[src/arp_cache_table_macros.svh]
// Assertion macros for the ARP cache table.
`ifndef ARP_CACHE_TABLE_MACROS_SVH
`define ARP_CACHE_TABLE_MACROS_SVH

// Same-cycle implication, checked on clk, quiet during reset.
`define ARPC_ASSERT_NOW(label, ante, cons, msg) \
  label: assert property (@(posedge clk) disable iff (rst) (ante) |-> (cons)) \
    else $error(msg);

// Next-cycle implication, checked on clk, quiet during reset.
`define ARPC_ASSERT_NEXT(label, ante, cons, msg) \
  label: assert property (@(posedge clk) disable iff (rst) (ante) |=> (cons)) \
    else $error(msg);

`endif

[src/arpc_pkg.sv]
// Shared types and constants for the ARP cache table.
`timescale 1ns / 1ps
package arpc_pkg;

  localparam int IP_W   = 32;
  localparam int MAC_W  = 48;
  localparam int AGE_W  = 64;
  localparam int SLOT_W = 5;

  localparam logic CMD_ADD    = 1'b0;
  localparam logic CMD_LOOKUP = 1'b1;

  // Start bound for the oldest-entry search
  localparam logic [AGE_W-1:0] AGE_NONE = {AGE_W{1'b1}};

  typedef struct packed {
    logic             valid;
    logic [IP_W-1:0]  ip;
    logic [MAC_W-1:0] mac;
    logic [AGE_W-1:0] age;
  } entry_rd_t;

  typedef struct packed {
    logic [IP_W-1:0]  ip;
    logic [MAC_W-1:0] mac;
    logic [AGE_W-1:0] age;
  } entry_wr_t;

endpackage

[src/arpc_match.sv]
// Shared compare unit: one entry per cycle, tracks match, free slot and oldest.
`timescale 1ns / 1ps
module arpc_match import arpc_pkg::*; #(
  parameter int IDX_W = 5
) (
  input  logic             clk,
  input  logic             clear,
  input  logic [IP_W-1:0]  key,
  input  logic             chk,
  input  logic [IDX_W-1:0] chk_idx,
  input  entry_rd_t        ent,
  output logic             found,
  output logic [IDX_W-1:0] found_idx,
  output logic [MAC_W-1:0] found_mac,
  output logic             free_ok,
  output logic [IDX_W-1:0] free_idx,
  output logic [IDX_W-1:0] victim_idx
);

  logic [AGE_W-1:0] best;

  always_ff @(posedge clk) begin
    if (clear) begin
      found      <= 1'b0;
      free_ok    <= 1'b0;
      best       <= AGE_NONE;
      victim_idx <= '0;
    end else if (chk) begin
      // lowest-index hit wins
      if (!found && ent.valid && (ent.ip == key)) begin
        found     <= 1'b1;
        found_idx <= chk_idx;
        found_mac <= ent.mac;
      end
      if (!free_ok && !ent.valid) begin
        free_ok  <= 1'b1;
        free_idx <= chk_idx;
      end
      // strict compare keeps the lower index on a tie
      if (ent.valid && (ent.age < best)) begin
        best       <= ent.age;
        victim_idx <= chk_idx;
      end
    end
  end

endmodule

[config.mk]
export PLATFORM = sky130hd
export DESIGN_NAME = arpc_match
export DESIGN_NICKNAME = d
export VERILOG_FILES = /design/src/arp_cache_table_macros.svh /design/src/arpc_pkg.sv /design/src/arpc_match.sv
export SDC_FILE = /design/constraint.sdc
export NUM_CORES = 1
export LEC_CHECK = 0
export BUFFER_PORTS_ARGS = -buffer_cell sky130_fd_sc_hd__buf_2
export CAP_MARGIN = 20
export CELL_PAD_IN_SITES_DETAIL_PLACEMENT = 1
export CELL_PAD_IN_SITES_GLOBAL_PLACEMENT = 2
export CORE_MARGIN = 2
export CORE_UTILIZATION = 32
export DETAILED_ROUTE_END_ITERATION = 12
export GPL_ROUTABILITY_DRIVEN = 1
export PLACE_DENSITY_LB_ADDON = 0.1
export SLEW_MARGIN = 15
export SYNTH_ARGS = -nofsm -noshare
export SYNTH_HDL_FRONTEND = slang
export SYNTH_SLANG_ARGS = --single-unit
[constraint.sdc]
create_clock -name clk -period 12.8 [get_ports clk]
set_clock_uncertainty 0.15 [all_clocks]
set_input_delay 1.28 -clock clk [delete_from_list [all_inputs] [get_ports clk]]
set_output_delay 1.28 -clock clk [all_outputs]
set_load 0.005 [all_outputs]
======== Word level (Yosys, flattened, before mapping) ========
Index checks and enable logic that the tools add are counted.
W data, S select, Z words.
word-level totals
  register bits ........................... 129
  input port bits ......................... 185
  output and inout bits ................... 65
cells by class
  magnitude comparators ................... 1
  eq/ne operators ......................... 1
  bitwise logic cells ..................... 1
  reduce and logical (&&, ||, !) cells .... 12
operators with widths
  operator             number
  $lt A64 B64 Y1       1
  $eq A32 B32 Y1       1
  $reduce_and A2 Y1    3
  $reduce_and A3 Y1    2
  $logic_and A1 B1 Y1  4
  $logic_not A1 Y1     3
  $not A1 Y1           1

======== Depth between registers and ports, before layout ========
Gate-level depths: netlist of run 1.
  word-level depth ........................ 4
  mapped depth ............................ 11

======== Least setup slack after synthesis of run 1 ========
No wires, ideal clock.
  kind .................................... input to register
  start ................................... input port key[24]
  end ..................................... register found_idx[0], enable pin
  library setup time ...................... 0.599 ns
  data arrival time ....................... 6.997 ns
  setup slack ............................. 5.054 ns
  stages .................................. 4
  path buffers ............................ 0
  path through ............................ xor2_1 > nor4_1 > nand4_1 > nor4_1
between the ends
  longest elaborated chain between the ends .. 3
RTL lines
  element                             line              text
  from (decl)                         arpc_match.sv:8   input logic [IP_W-1:0] key,
  $eq A32 B32 Y1                      arpc_match.sv:30  if (!found && ent.valid && (ent.ip == key)) begin
  $logic_and A1 B1 Y1                 arpc_match.sv:30
  $reduce_and A3 Y1 (no source line)  -
  to (signal assigned)                arpc_match.sv:32  found_idx <= chk_idx;
  to (decl)                           arpc_match.sv:13  output logic [IDX_W-1:0] found_idx,
Every way passes these cells.
A chain may end at the register's enable or synchronous reset.

======== Worst setup path after layout of run 1 ========
  start ................................... input port ent[62] (netlist name)
  end ..................................... register best[54]
between the ends
  longest elaborated chain between the ends .. 3
RTL lines
  element                             line              text
  from (decl)                         arpc_match.sv:11  input entry_rd_t ent,
  $lt A64 B64 Y1                      arpc_match.sv:40  if (ent.valid && (ent.age < best)) begin
  $logic_and A1 B1 Y1                 arpc_match.sv:40
  $reduce_and A2 Y1 (no source line)  -
  to (signal assigned)                arpc_match.sv:41  best <= ent.age;
  to (decl)                           arpc_match.sv:20  logic [AGE_W-1:0] best;
Every way passes these cells.

==> flow_metrics.tcl, run 1 <==
set metrics [dict create \
    synth_top_cell_area_share_pct 29.0 \
    synth_nets 761 \
    cp-start-kind "input pin" \
    cts-hold-fix-buffers 0 \
    final_area_mm2 0.00808 \
    synth_top_cells_by_area "edfxtp_1 (29%), dfxtp_1 (24%), ha_1 (13%)" \
    finalPower_mw 1.09 \
    setup-violations-final 0 \
    hold_viol_final 0 \
    clk_latency_ns 0.42 \
    overflow 0 \
    worst_pin_slew_ns 0.699 \
    postCtsSetupBuffers 0 \
    critPathKind "input pin to register" \
    synth-simple-area-share_pct 6.49 \
    crit_arrival_ns 4.40 \
    fmax_ghz 0.239 \
    setup_tns_ns 0 \
    synth_top_family_by_area "compound AO/OA/AOI/OAI gates" \
    antenna_found_initial 3 \
    crit_chain "buf_2 -> ha_1 -> a21oi_1 -> a21boi_0 -> a211oi_1 -> nand4_1 -> a211oi_2 -> or3_2 -> buf_4 -> o22a_1" \
    dr.pass1.iters 4 \
    slew_viol_final 0 \
    r2r_slack_ns 9.23 \
    p_int_uw 785 \
    synth_cell_types 46 \
    max_cap_viol_count 0 \
    place_area_mm2 0.00749 \
    cp_num_buf_inv 2 \
    cts_sinks 129 \
    comb_power_share_pct 13.8 \
    vias_per_cell 4.84 \
    die-area_mm2 0.0199 \
    pwr-share-clk_pct 43.6 \
    grt_pass1_vias 5277 \
    cpPeakStageDelay_ns 0.53 \
    synth_warnings 0 \
    h-tree-depth 4 \
    crit_path_top_delay_cell "buf_4" \
    wirelength_um 18200 \
    place.gp.congestion 0.846 \
    crit_fanout 42 \
    synth_ff_type "dfxtp_1" \
    final_cell_mix "buf_2 (249), inv_1 (72), dfxtp_1 (71), o22a_1 (64), ha_1 (63)" \
    dp_hpwl_um 14700 \
    die_w_um 141 \
    p_seq_share_pct 42.5 \
    dr_total_vias 4928 \
    syn_inst 513 \
    grt_pass1_wl_um 28100 \
    cts-root-buf "clkbuf_16" \
    synthesis.area_mm2 0.00601 \
    irDropWorstVdd_mv 0.0957 \
    detail_route.wl_per_cell_um 17.9 \
    cts_buffers 17 \
    muxShareOfSynthArea_pct 0 \
    n_fill_cell 2129 \
    initial_core_util_pct 32.4 \
    drcViolationCount 0 \
    post-route-period-util_pct 32.7 \
    grt_use_total_pct 18.3 \
    drtIter0Drc 123 \
    rows 50 \
    final_common_cell "buf_2" \
    io_buffer_count 249 \
    async_flop_share_pct 0 \
    p_sw_share_pct 27.9 \
    synth-edff-count 58 \
    cts_tree "done" \
    synth_compound_area_share_pct 16.8 \
    io_pins 250 \
    p_leak_nw 3.99 \
    hp-class "register to register" \
    ys_ff_latch 129 \
    synth-seq-area-share_pct 52.6 \
    synth_area_leader_cell "edfxtp_1" \
    slew_headroom_pct 53.3 \
    rsz0062_at_grt "no" \
    powerDensity_mw_per_mm2 135 \
    synth_area_per_cell_um2 11.7 \
    syn_to_final_growth_pct 34.3 \
    drive_gt1_share_pct 37.8 \
    p_switching_uw 304 \
    nNetsFinal 1019 \
    layoutNonFillerInstCount 1019 \
    path_clk_slew_ns 0.06 \
    regArea_mm2 0.00316 \
    detail-route-antenna-nets 0 \
    cp_top_family "compound AO/OA/AOI/OAI gates" \
    multiInputGateArea_mm2 0.00248 \
    die_h_um 141 \
    synth_xor_area_share_pct 4.66 \
    run_status "completed" \
    fin_crit_ns 4.19 \
    ctsResizeCount 0 \
    grt_max_degree 55 \
    core_area_mm2 0.0186 \
    dp_cells 986 \
    end_kind "register" \
    synth-adder-area-share_pct 13.1 \
    required_ns 13.01 \
    clockBufferDepth 2 \
]
-- power by group through the flow --
stage / registers, mW / logic (mW) / clock network [mW]
floorplan: 0.470 / 0.0932 / 0
global placement: 0.471 / 0.146 / 0
detailed placement: 0.473 / 0.153 / 0
CTS: 0.464 / 0.155 / 0.491
global route: 0.466 / 0.173 / 0.507
finish: 0.463 / 0.151 / 0.475
-- through the flow --
| step | utilization, % | setup slack (ns) | hold WS, ns |
|---|---|---|---|
| 3_3_place_gp | 40.3 | 8.17 | 0.304 |
| 4_1_cts | 43.5 | 8.49 | 0.327 |
| 2_1_floorplan | - | 5.05 | 0.307 |
| 6_report | 43.5 | 8.61 | 0.319 |
| 3_5_place_dp | 40.3 | 8.08 | 0.314 |
| 5_1_grt | 43.5 | 8.26 | 0.340 |
-- registers in the layout, indices dropped and copies added, names as in the netlist --
signal / count
best: 64
found: 1
found_idx: 5
found_mac: 48
free_idx: 5
free_ok: 1
victim_idx: 5
-- cell type report --
| cell class | instances | share of cell area (%) |
|---|---|---|
| antenna | 1 | 0.0310 |
| inverter | 73 | 3.39 |
| clock buffer | 17 | 5.27 |
| timing repair buffer | 253 | 15.8 |
| sequential | 129 | 39.2 |
| clock inverter | 15 | 1.97 |
| tap | 234 | 3.63 |
| multi-input combinational | 297 | 30.8 |
-- cells by family after synthesis --
family          Yosys count
simple gates             71
buf+inv                  87
compound gates          131
fa+ha+maj                63
xor+xnor                 32
flops                   129
-- routing by layer --
| layer | GRT usage, % | part of all wire, % | vias to the layer above |
|---|---|---|---|
| li1 | - | - | 2400 |
| met1 | 19.5 | 39 | 2347 |
| met2 | 34.2 | 52 | 159 |
| met3 | 6.25 | 7.0 | 20 |
| met4 | 5.05 | 1.6 | 2 |
| met5 | 0 | 0.071 | - |
-- worst paths after layout --
check / startpoint / end / cells after the start
min: victim_idx[1] / victim_idx[1] / 2
min reg2reg: victim_idx[1] / victim_idx[1] / 2
max: ent[62] / best[54] / 10
max reg2reg: best[62] / best[54] / 10
-- worst reg2reg max path, delay by kind of cell (launching register included) --
| family | cells | cell delay (ns) |
|---|---|---|
| AOI/OAI and AO/OA | 5 | 1.36 |
| adders and majority gates | 1 | 0.30 |
| buffers and inverters | 2 | 0.58 |
| DFF | 1 | 0.34 |
| and+or+nand+nor | 2 | 0.80 |
-- cells in the mapped netlist (7+ instances only) --
cell type	number
nand4_1	9
nor2_1	7
ha_1	63
xor2_1	28
o22a_1	64
dfxtp_1	71
o21ai_0	9
a21oi_1	32
nand2_1	21
buf_6	7
inv_1	72
nand3_1	8
nor4_1	8
edfxtp_1	58
(Power assumes the default switching activity.)
==> inputs of run 2 (changes only) <==
--- a/config.mk
+++ b/config.mk
@@ -5,12 +5,13 @@
 export SDC_FILE = /design/constraint.sdc
 export NUM_CORES = 1
 export LEC_CHECK = 0
+export ABC_AREA = 1
 export BUFFER_PORTS_ARGS = -buffer_cell sky130_fd_sc_hd__buf_2
 export CAP_MARGIN = 20
 export CELL_PAD_IN_SITES_DETAIL_PLACEMENT = 1
 export CELL_PAD_IN_SITES_GLOBAL_PLACEMENT = 2
 export CORE_MARGIN = 2
-export CORE_UTILIZATION = 32
+export CORE_UTILIZATION = 25
 export DETAILED_ROUTE_END_ITERATION = 12
 export GPL_ROUTABILITY_DRIVEN = 1
 export PLACE_DENSITY_LB_ADDON = 0.1
==> constraint.sdc (replaced) <==
create_clock -name clk -period 3.71 [get_ports clk]
set_clock_uncertainty 0.15 [all_clocks]
set_input_delay 0.371 -clock clk [delete_from_list [all_inputs] [get_ports clk]]
set_output_delay 0.371 -clock clk [all_outputs]
set_load 0.005 [all_outputs]
==> run 2 against run 1 <==
  * Design area grew 15%
  * Highest routed layer is now met4
  * Utilization shrank 7.5 points
  * Critical path depth grew 6
  * Largest cell class unchanged
  * Global-route usage shrank 3.2 points
  * Cell count grew 36%
==> flow_metrics.tcl, run 2 <==
set metrics [dict create \
    core_area_mm2 0.0259 \
    synth_warnings 0 \
    cp-start-kind "register" \
    hold_viol_final 0 \
    rsz0062_at_grt "no" \
    hp-class "input pin to register" \
    setup-violations-final 0 \
    overflow 0 \
    wirelength_um 20100 \
    drtIter0Drc 159 \
    synth-seq-area-share_pct 48.2 \
    synth_area_leader_cell "edfxtp_1" \
    final_cell_mix "buf_2 (249), nand2_1 (138), nand3_1 (127), inv_1 (104), dfxtp_1 (71)" \
    grt_max_degree 54 \
    post-route-period-util_pct 78.3 \
    detail-route-antenna-nets 0 \
    drcViolationCount 0 \
    ctsResizeCount 0 \
    die_w_um 166 \
    critPathKind "register to register" \
    cts_sinks 129 \
    max_cap_viol_count 0 \
    run_status "completed" \
    dp_cells 1304 \
    synthesis.area_mm2 0.00657 \
    grt_pass1_wl_um 33200 \
    nNetsFinal 1287 \
    dr.pass1.iters 4 \
    grt_use_total_pct 15.1 \
    synth_ff_type "dfxtp_1" \
    p_leak_nw 4.94 \
    powerDensity_mw_per_mm2 426 \
    cts_tree "done" \
    ys_ff_latch 129 \
    path_clk_slew_ns 0.07 \
    syn_to_final_growth_pct 41.8 \
    setup_tns_ns 0 \
    drive_gt1_share_pct 30.5 \
    die_h_um 166 \
    synth_top_cells_by_area "edfxtp_1 (27%), dfxtp_1 (22%), ha_1 (12%)" \
    slew_viol_final 0 \
    required_ns 3.92 \
    end_kind "register" \
    worst_pin_slew_ns 0.856 \
    vias_per_cell 4.32 \
    die-area_mm2 0.0276 \
    cts-hold-fix-buffers 51 \
    fin_crit_ns 2.91 \
    detail_route.wl_per_cell_um 14.5 \
    async_flop_share_pct 0 \
    dp_hpwl_um 14800 \
    grt_pass1_vias 6496 \
    clockBufferDepth 2 \
    io_buffer_count 249 \
    h-tree-depth 4 \
    crit_fanout 38 \
    io_pins 250 \
    rows 59 \
    synth-edff-count 58 \
    fmax_ghz 0.344 \
    layoutNonFillerInstCount 1389 \
    synth_area_per_cell_um2 8.90 \
    synth_nets 986 \
    initial_core_util_pct 25.3 \
    synth_top_cell_area_share_pct 26.5 \
    top_register "best" \
    cts_buffers 17 \
    largest_reg_flops 64 \
    synth_most_common_cell "nand2_1" \
    place.gp.congestion 0.704 \
    syn_inst 738 \
    crit_arrival_ns 3.11 \
    cts-root-buf "clkbuf_16" \
    slew_headroom_pct 42.7 \
    antenna_found_initial 1 \
    final_common_cell "buf_2" \
    top_regs "best (64), found_mac (48)" \
    synthTopCellsByCount "nand2_1 (139), nand3_1 (127), inv_1 (104)" \
    postCtsSetupBuffers 0 \
    clk_latency_ns 0.42 \
    irDropWorstVdd_mv 0.267 \
    utilization_pct 35.9 \
    synth_cell_types 34 \
    dr_total_vias 5995 \
]
[run 2: cell types whose count changed in the layout (fill, tap and decap cells not counted), sizes merged, moves of 25 or more]
cell and change:
dlygate4sd3 +51, inv +31, nand2 +128, nand3 +129, nor2 +25, o22a -64
[run 2: cells by family after synthesis]
family	count (synthesis)	synth area share [%]
flops	129	48.2
compound gates	56	4.65
fa+ha+maj	63	12.0
simple gates	341	24.5
xor+xnor	16	2.13
buf+inv	133	8.56
[run 2: cell type report]
cell class	instances	area (um2)
Clock inverter	14	189
Sequential cell	129	3160
Clock buffer	18	439
Fill cell	3099	16600
Multi-Input combinational cell	476	2860
Timing Repair Buffer	310	1840
Tap cell	335	419
Antenna cell	2	5.00
Inverter	105	394
[run 2: worst max-delay path, cell delays in order (launching register included)]
cell and delay [ns]:
dfxtp_1 0.33, inv_1 0.05, ha_1 0.28, a21oi_1 0.14
nor2_1 0.05, nor3_1 0.13, nand2_1 0.08, nand2_1 0.06
nand2_1 0.08, nand2_1 0.07, nand2_1 0.09, nand2_1 0.07
nand2_1 0.05, nand2_2 0.62, buf_4 0.37, nand3_1 0.13
nand3_2 0.08
[run 2: through the flow]
stage	power [mW]	hold slack, ns	cell area [um2]	setup slack (ns)
2_1_floorplan	1.93	0.292	6570	0.407
3_3_place_gp	2.14	0.303	8170	0.593
3_5_place_dp	2.15	0.308	8170	0.590
4_1_cts	4.06	0.0228	9300	0.689
5_1_grt	4.20	0.0264	9310	0.423
6_report	3.97	0.0433	9310	0.805
[run 2: where the power goes]
part / switching (mW) / total, mW / internal [mW]
Combinational: 0.297 / 0.564 / 0.266
Clock: 0.720 / 1.82 / 1.10
Sequential: 0.0325 / 1.58 / 1.55
Total: 1.05 / 3.97 / 2.92
[run 2: final timing paths]
| kind | startpoint | end | slack (ns) | depth (start not counted) |
|---|---|---|---|---|
| min | ent[8] | best[8] | 0.04 | 3 |
| max | best[5] | best[54] | 0.80 | 16 |
| max reg2reg | best[5] | best[54] | 0.80 | 16 |
| min reg2reg | best[1] | best[1] | 0.32 | 2 |
[run 2: per-layer routing]
metal  global-route usage, %  vias up  share of wire (%)
met2                    27.2      123                 51
li1                        -     3067                  -
met3                    3.77       19                4.4
met4                    4.50        0                1.4
met5                       0        -                  0
met1                    17.7     2786                 43
==> inputs of run 3 (changes only) <==
--- a/config.mk
+++ b/config.mk
@@ -5,13 +5,13 @@
 export SDC_FILE = /design/constraint.sdc
 export NUM_CORES = 1
 export LEC_CHECK = 0
-export ABC_AREA = 1
+export ABC_AREA = 0
 export BUFFER_PORTS_ARGS = -buffer_cell sky130_fd_sc_hd__buf_2
 export CAP_MARGIN = 20
 export CELL_PAD_IN_SITES_DETAIL_PLACEMENT = 1
 export CELL_PAD_IN_SITES_GLOBAL_PLACEMENT = 2
 export CORE_MARGIN = 2
-export CORE_UTILIZATION = 25
+export CORE_UTILIZATION = 29
 export DETAILED_ROUTE_END_ITERATION = 12
 export GPL_ROUTABILITY_DRIVEN = 1
 export PLACE_DENSITY_LB_ADDON = 0.1
==> constraint.sdc (replaced) <==
create_clock -name clk -period 2.95 [get_ports clk]
set_clock_uncertainty 0.15 [all_clocks]
set_input_delay 0.295 -clock clk [delete_from_list [all_inputs] [get_ports clk]]
set_output_delay 0.295 -clock clk [all_outputs]
set_load 0.005 [all_outputs]
==> run 3 against run 2 <==
  * Critical path depth decreased by 3
  * Hold slack improved by 0.13 ns
  * Die area decreased by 21%
  * Register-to-register slack got worse by 0.55 ns
  * Non-clock buffer count rose by 84
  * Setup slack lost 0.71 ns
  * First-iteration DRC count up 6.3%
  * Largest power group unchanged
  * Clock power is 14% higher
  * Global-route usage up 3.8 points
  * Total power grew 27%
  * Utilization up 12 points
==> flow_metrics.tcl, run 3 (same netlist as run 1, synthesis figures left out) <==
set metrics [dict create \
    grt_max_degree 54 \
    rows 52 \
    p_int_mw 3.60 \
    fmax_ghz 0.351 \
    utilization_pct 48.0 \
    cts_buffers 17 \
    cp_common_cell "buf_4" \
    cts_tree "done" \
    wl_met3_um 1230 \
    final_common_cell "buf_2" \
    layoutNonFillerInstCount 1196 \
    post-route-period-util_pct 96.7 \
    hp-class "input pin to register" \
    io_pins 250 \
    top_regs "best (64), found_mac (48)" \
    dp_cells 1032 \
    final_area_mm2 0.00974 \
    final_cell_mix "buf_2 (249), dlygate4sd3_1 (117), inv_1 (72), dfxtp_1 (71), o22a_1 (64)" \
    slew_viol_final 0 \
    wl_met2_um 11200 \
    clk_latency_ns 0.43 \
    slew_headroom_pct 78.9 \
    dp_hpwl_um 14800 \
    met1_length_um 8500 \
    r2r_start "best[46]" \
    p_leak_nw 4.68 \
    regArea_mm2 0.00316 \
    drtIter0Drc 169 \
    clockBufferDepth 2 \
    largest_reg_flops 64 \
    cts-root-buf "clkbuf_16" \
    antenna_found_initial 3 \
    wirelength_um 21200 \
    path_clk_slew_ns 0.06 \
    worst_pin_slew_ns 0.313 \
    crit_fanout 11 \
    top_layer "met5" \
    dr_total_vias 5468 \
    pwr-share-clk_pct 41.6 \
    n_fill_cell 2292 \
    h-tree-depth 4 \
    dr.pass1.iters 4 \
    die-area_mm2 0.0219 \
    overflow 0 \
    grt_use_total_pct 18.9 \
    place.gp.congestion 0.812 \
    drcViolationCount 0 \
    vias_per_cell 4.57 \
    p_switching_mw 1.42 \
    core_area_mm2 0.0203 \
    crit_start "ent[39]" \
    p_sw_share_pct 28.3 \
    crit_path_top_delay_cell "dlygate4sd3_1" \
    cts_sinks 129 \
    place_area_mm2 0.00767 \
    required_ns 3.11 \
    grt_pass1_wl_um 32000 \
    critPathKind "input pin to register" \
    top_register "best" \
    syn_to_final_growth_pct 61.9 \
    fin_crit_ns 2.85 \
    irDropWorstVdd_mv 0.382 \
    multiInputGateArea_mm2 0.00260 \
    die_w_um 148 \
    detail-route-antenna-nets 0 \
    crit_arrival_ns 3.01 \
    grt_pass1_vias 5849 \
    comb_power_share_pct 18.4 \
    die_h_um 148 \
    setup-violations-final 0 \
    run_status "completed" \
    initial_core_util_pct 29.6 \
    p_seq_share_pct 40.1 \
    nNetsFinal 1160 \
    cpPeakStageDelay_ns 0.52 \
    end_kind "register" \
    io_buffer_count 249 \
    hold_viol_final 0 \
    cp-start-kind "input pin" \
    detail_route.wl_per_cell_um 17.7 \
    min_from "clear" \
    crit_chain "dlygate4sd3_1 -> buf_2 -> ha_4 -> a2111oi_4 -> o21ai_1 -> o211ai_1 -> nand4_1 -> a211oi_2 -> buf_4 -> o21ai_4 -> buf_4 -> buf_12 -> o22a_1" \
    drive_gt1_share_pct 36.1 \
    powerDensity_mw_per_mm2 515 \
    max_cap_viol_count 0 \
]
==> run 3: cell types whose count changed in the layout (fill, tap and decap cells not counted), moves of 22 or more <==
| cell | change |
|---|---|
| nand2_1 | -118 |
| inv_1 | -32 |
| nor2_1 | -23 |
| xor2_1 | +22 |
| dlygate4sd3_1 | +66 |
| o22a_1 | +64 |
| nand3_1 | -119 |
==> run 3: power by group through the flow <==
stage	Clock (mW)	Combinational [mW]	Sequential, mW
final	2.08	0.922	2.01
after global routing	2.23	1.03	2.02
after CTS	2.16	0.831	2.01
after detailed placement	0	0.698	2.05
after global placement	0	0.671	2.04
after floorplan	0	0.405	2.04
==> run 3: path summary, 6_finish.rpt <==
path / slack [ns] / end / depth (start not counted)
hold / removal: 0.17 / victim_idx[2] / 2
hold reg to reg: 0.32 / victim_idx[0] / 2
setup reg to reg: 0.25 / best[5] / 10
setup / recovery: 0.1 / best[30] / 13
==> run 3: area by class of cell <==
type                       count  area share, %
antenna                        1         0.0257
clock buffer                  17           4.37
clock inverter                15           1.63
inverter                      73           2.81
multi-input combinational    297           26.7
sequential                   129           32.5
tap                          270           3.47
timing repair buffer         394           28.5
==> run 3: critical path: cells and delay by family <==
kind,cells,cell delay [ns]
AO/OA/AOI/OAI,6,1.13
AND/OR/NAND/NOR,1,0.17
buffers and inverters,5,1.14
adder cells (fa/ha/maj),1,0.26
==> run 3: metrics by stage <==
stage,setup WS (ns),setup TNS (ns),power [mW],hold WS (ns)
global placement,0.0622,0,2.72,0.307
detailed placement,-0.0251,-0.610,2.75,0.304
floorplan,-0.274,-14.54,2.44,0.244
CTS,0.00339,0,5.00,0.146
global route,-0.0378,-1.15,5.28,0.203
finish,0.0978,0,5.02,0.171
==> run 3: routing by layer <==
layer | up-vias | global-route usage, %
li1 | 2684 | -
met1 | 2603 | 21.2
met2 | 158 | 35.0
met3 | 21 | 5.37
met4 | 2 | 4.76
met5 | - | 0
==> run 3: what timing repair did <==
item | 4_1_cts | 5_1_grt
setup buffers | 0 | 7
resized for setup | 0 | 23
hold endpoints to repair | 126 | 0
setup endpoints to repair | 0 | 64
hold buffers | 117 | 0
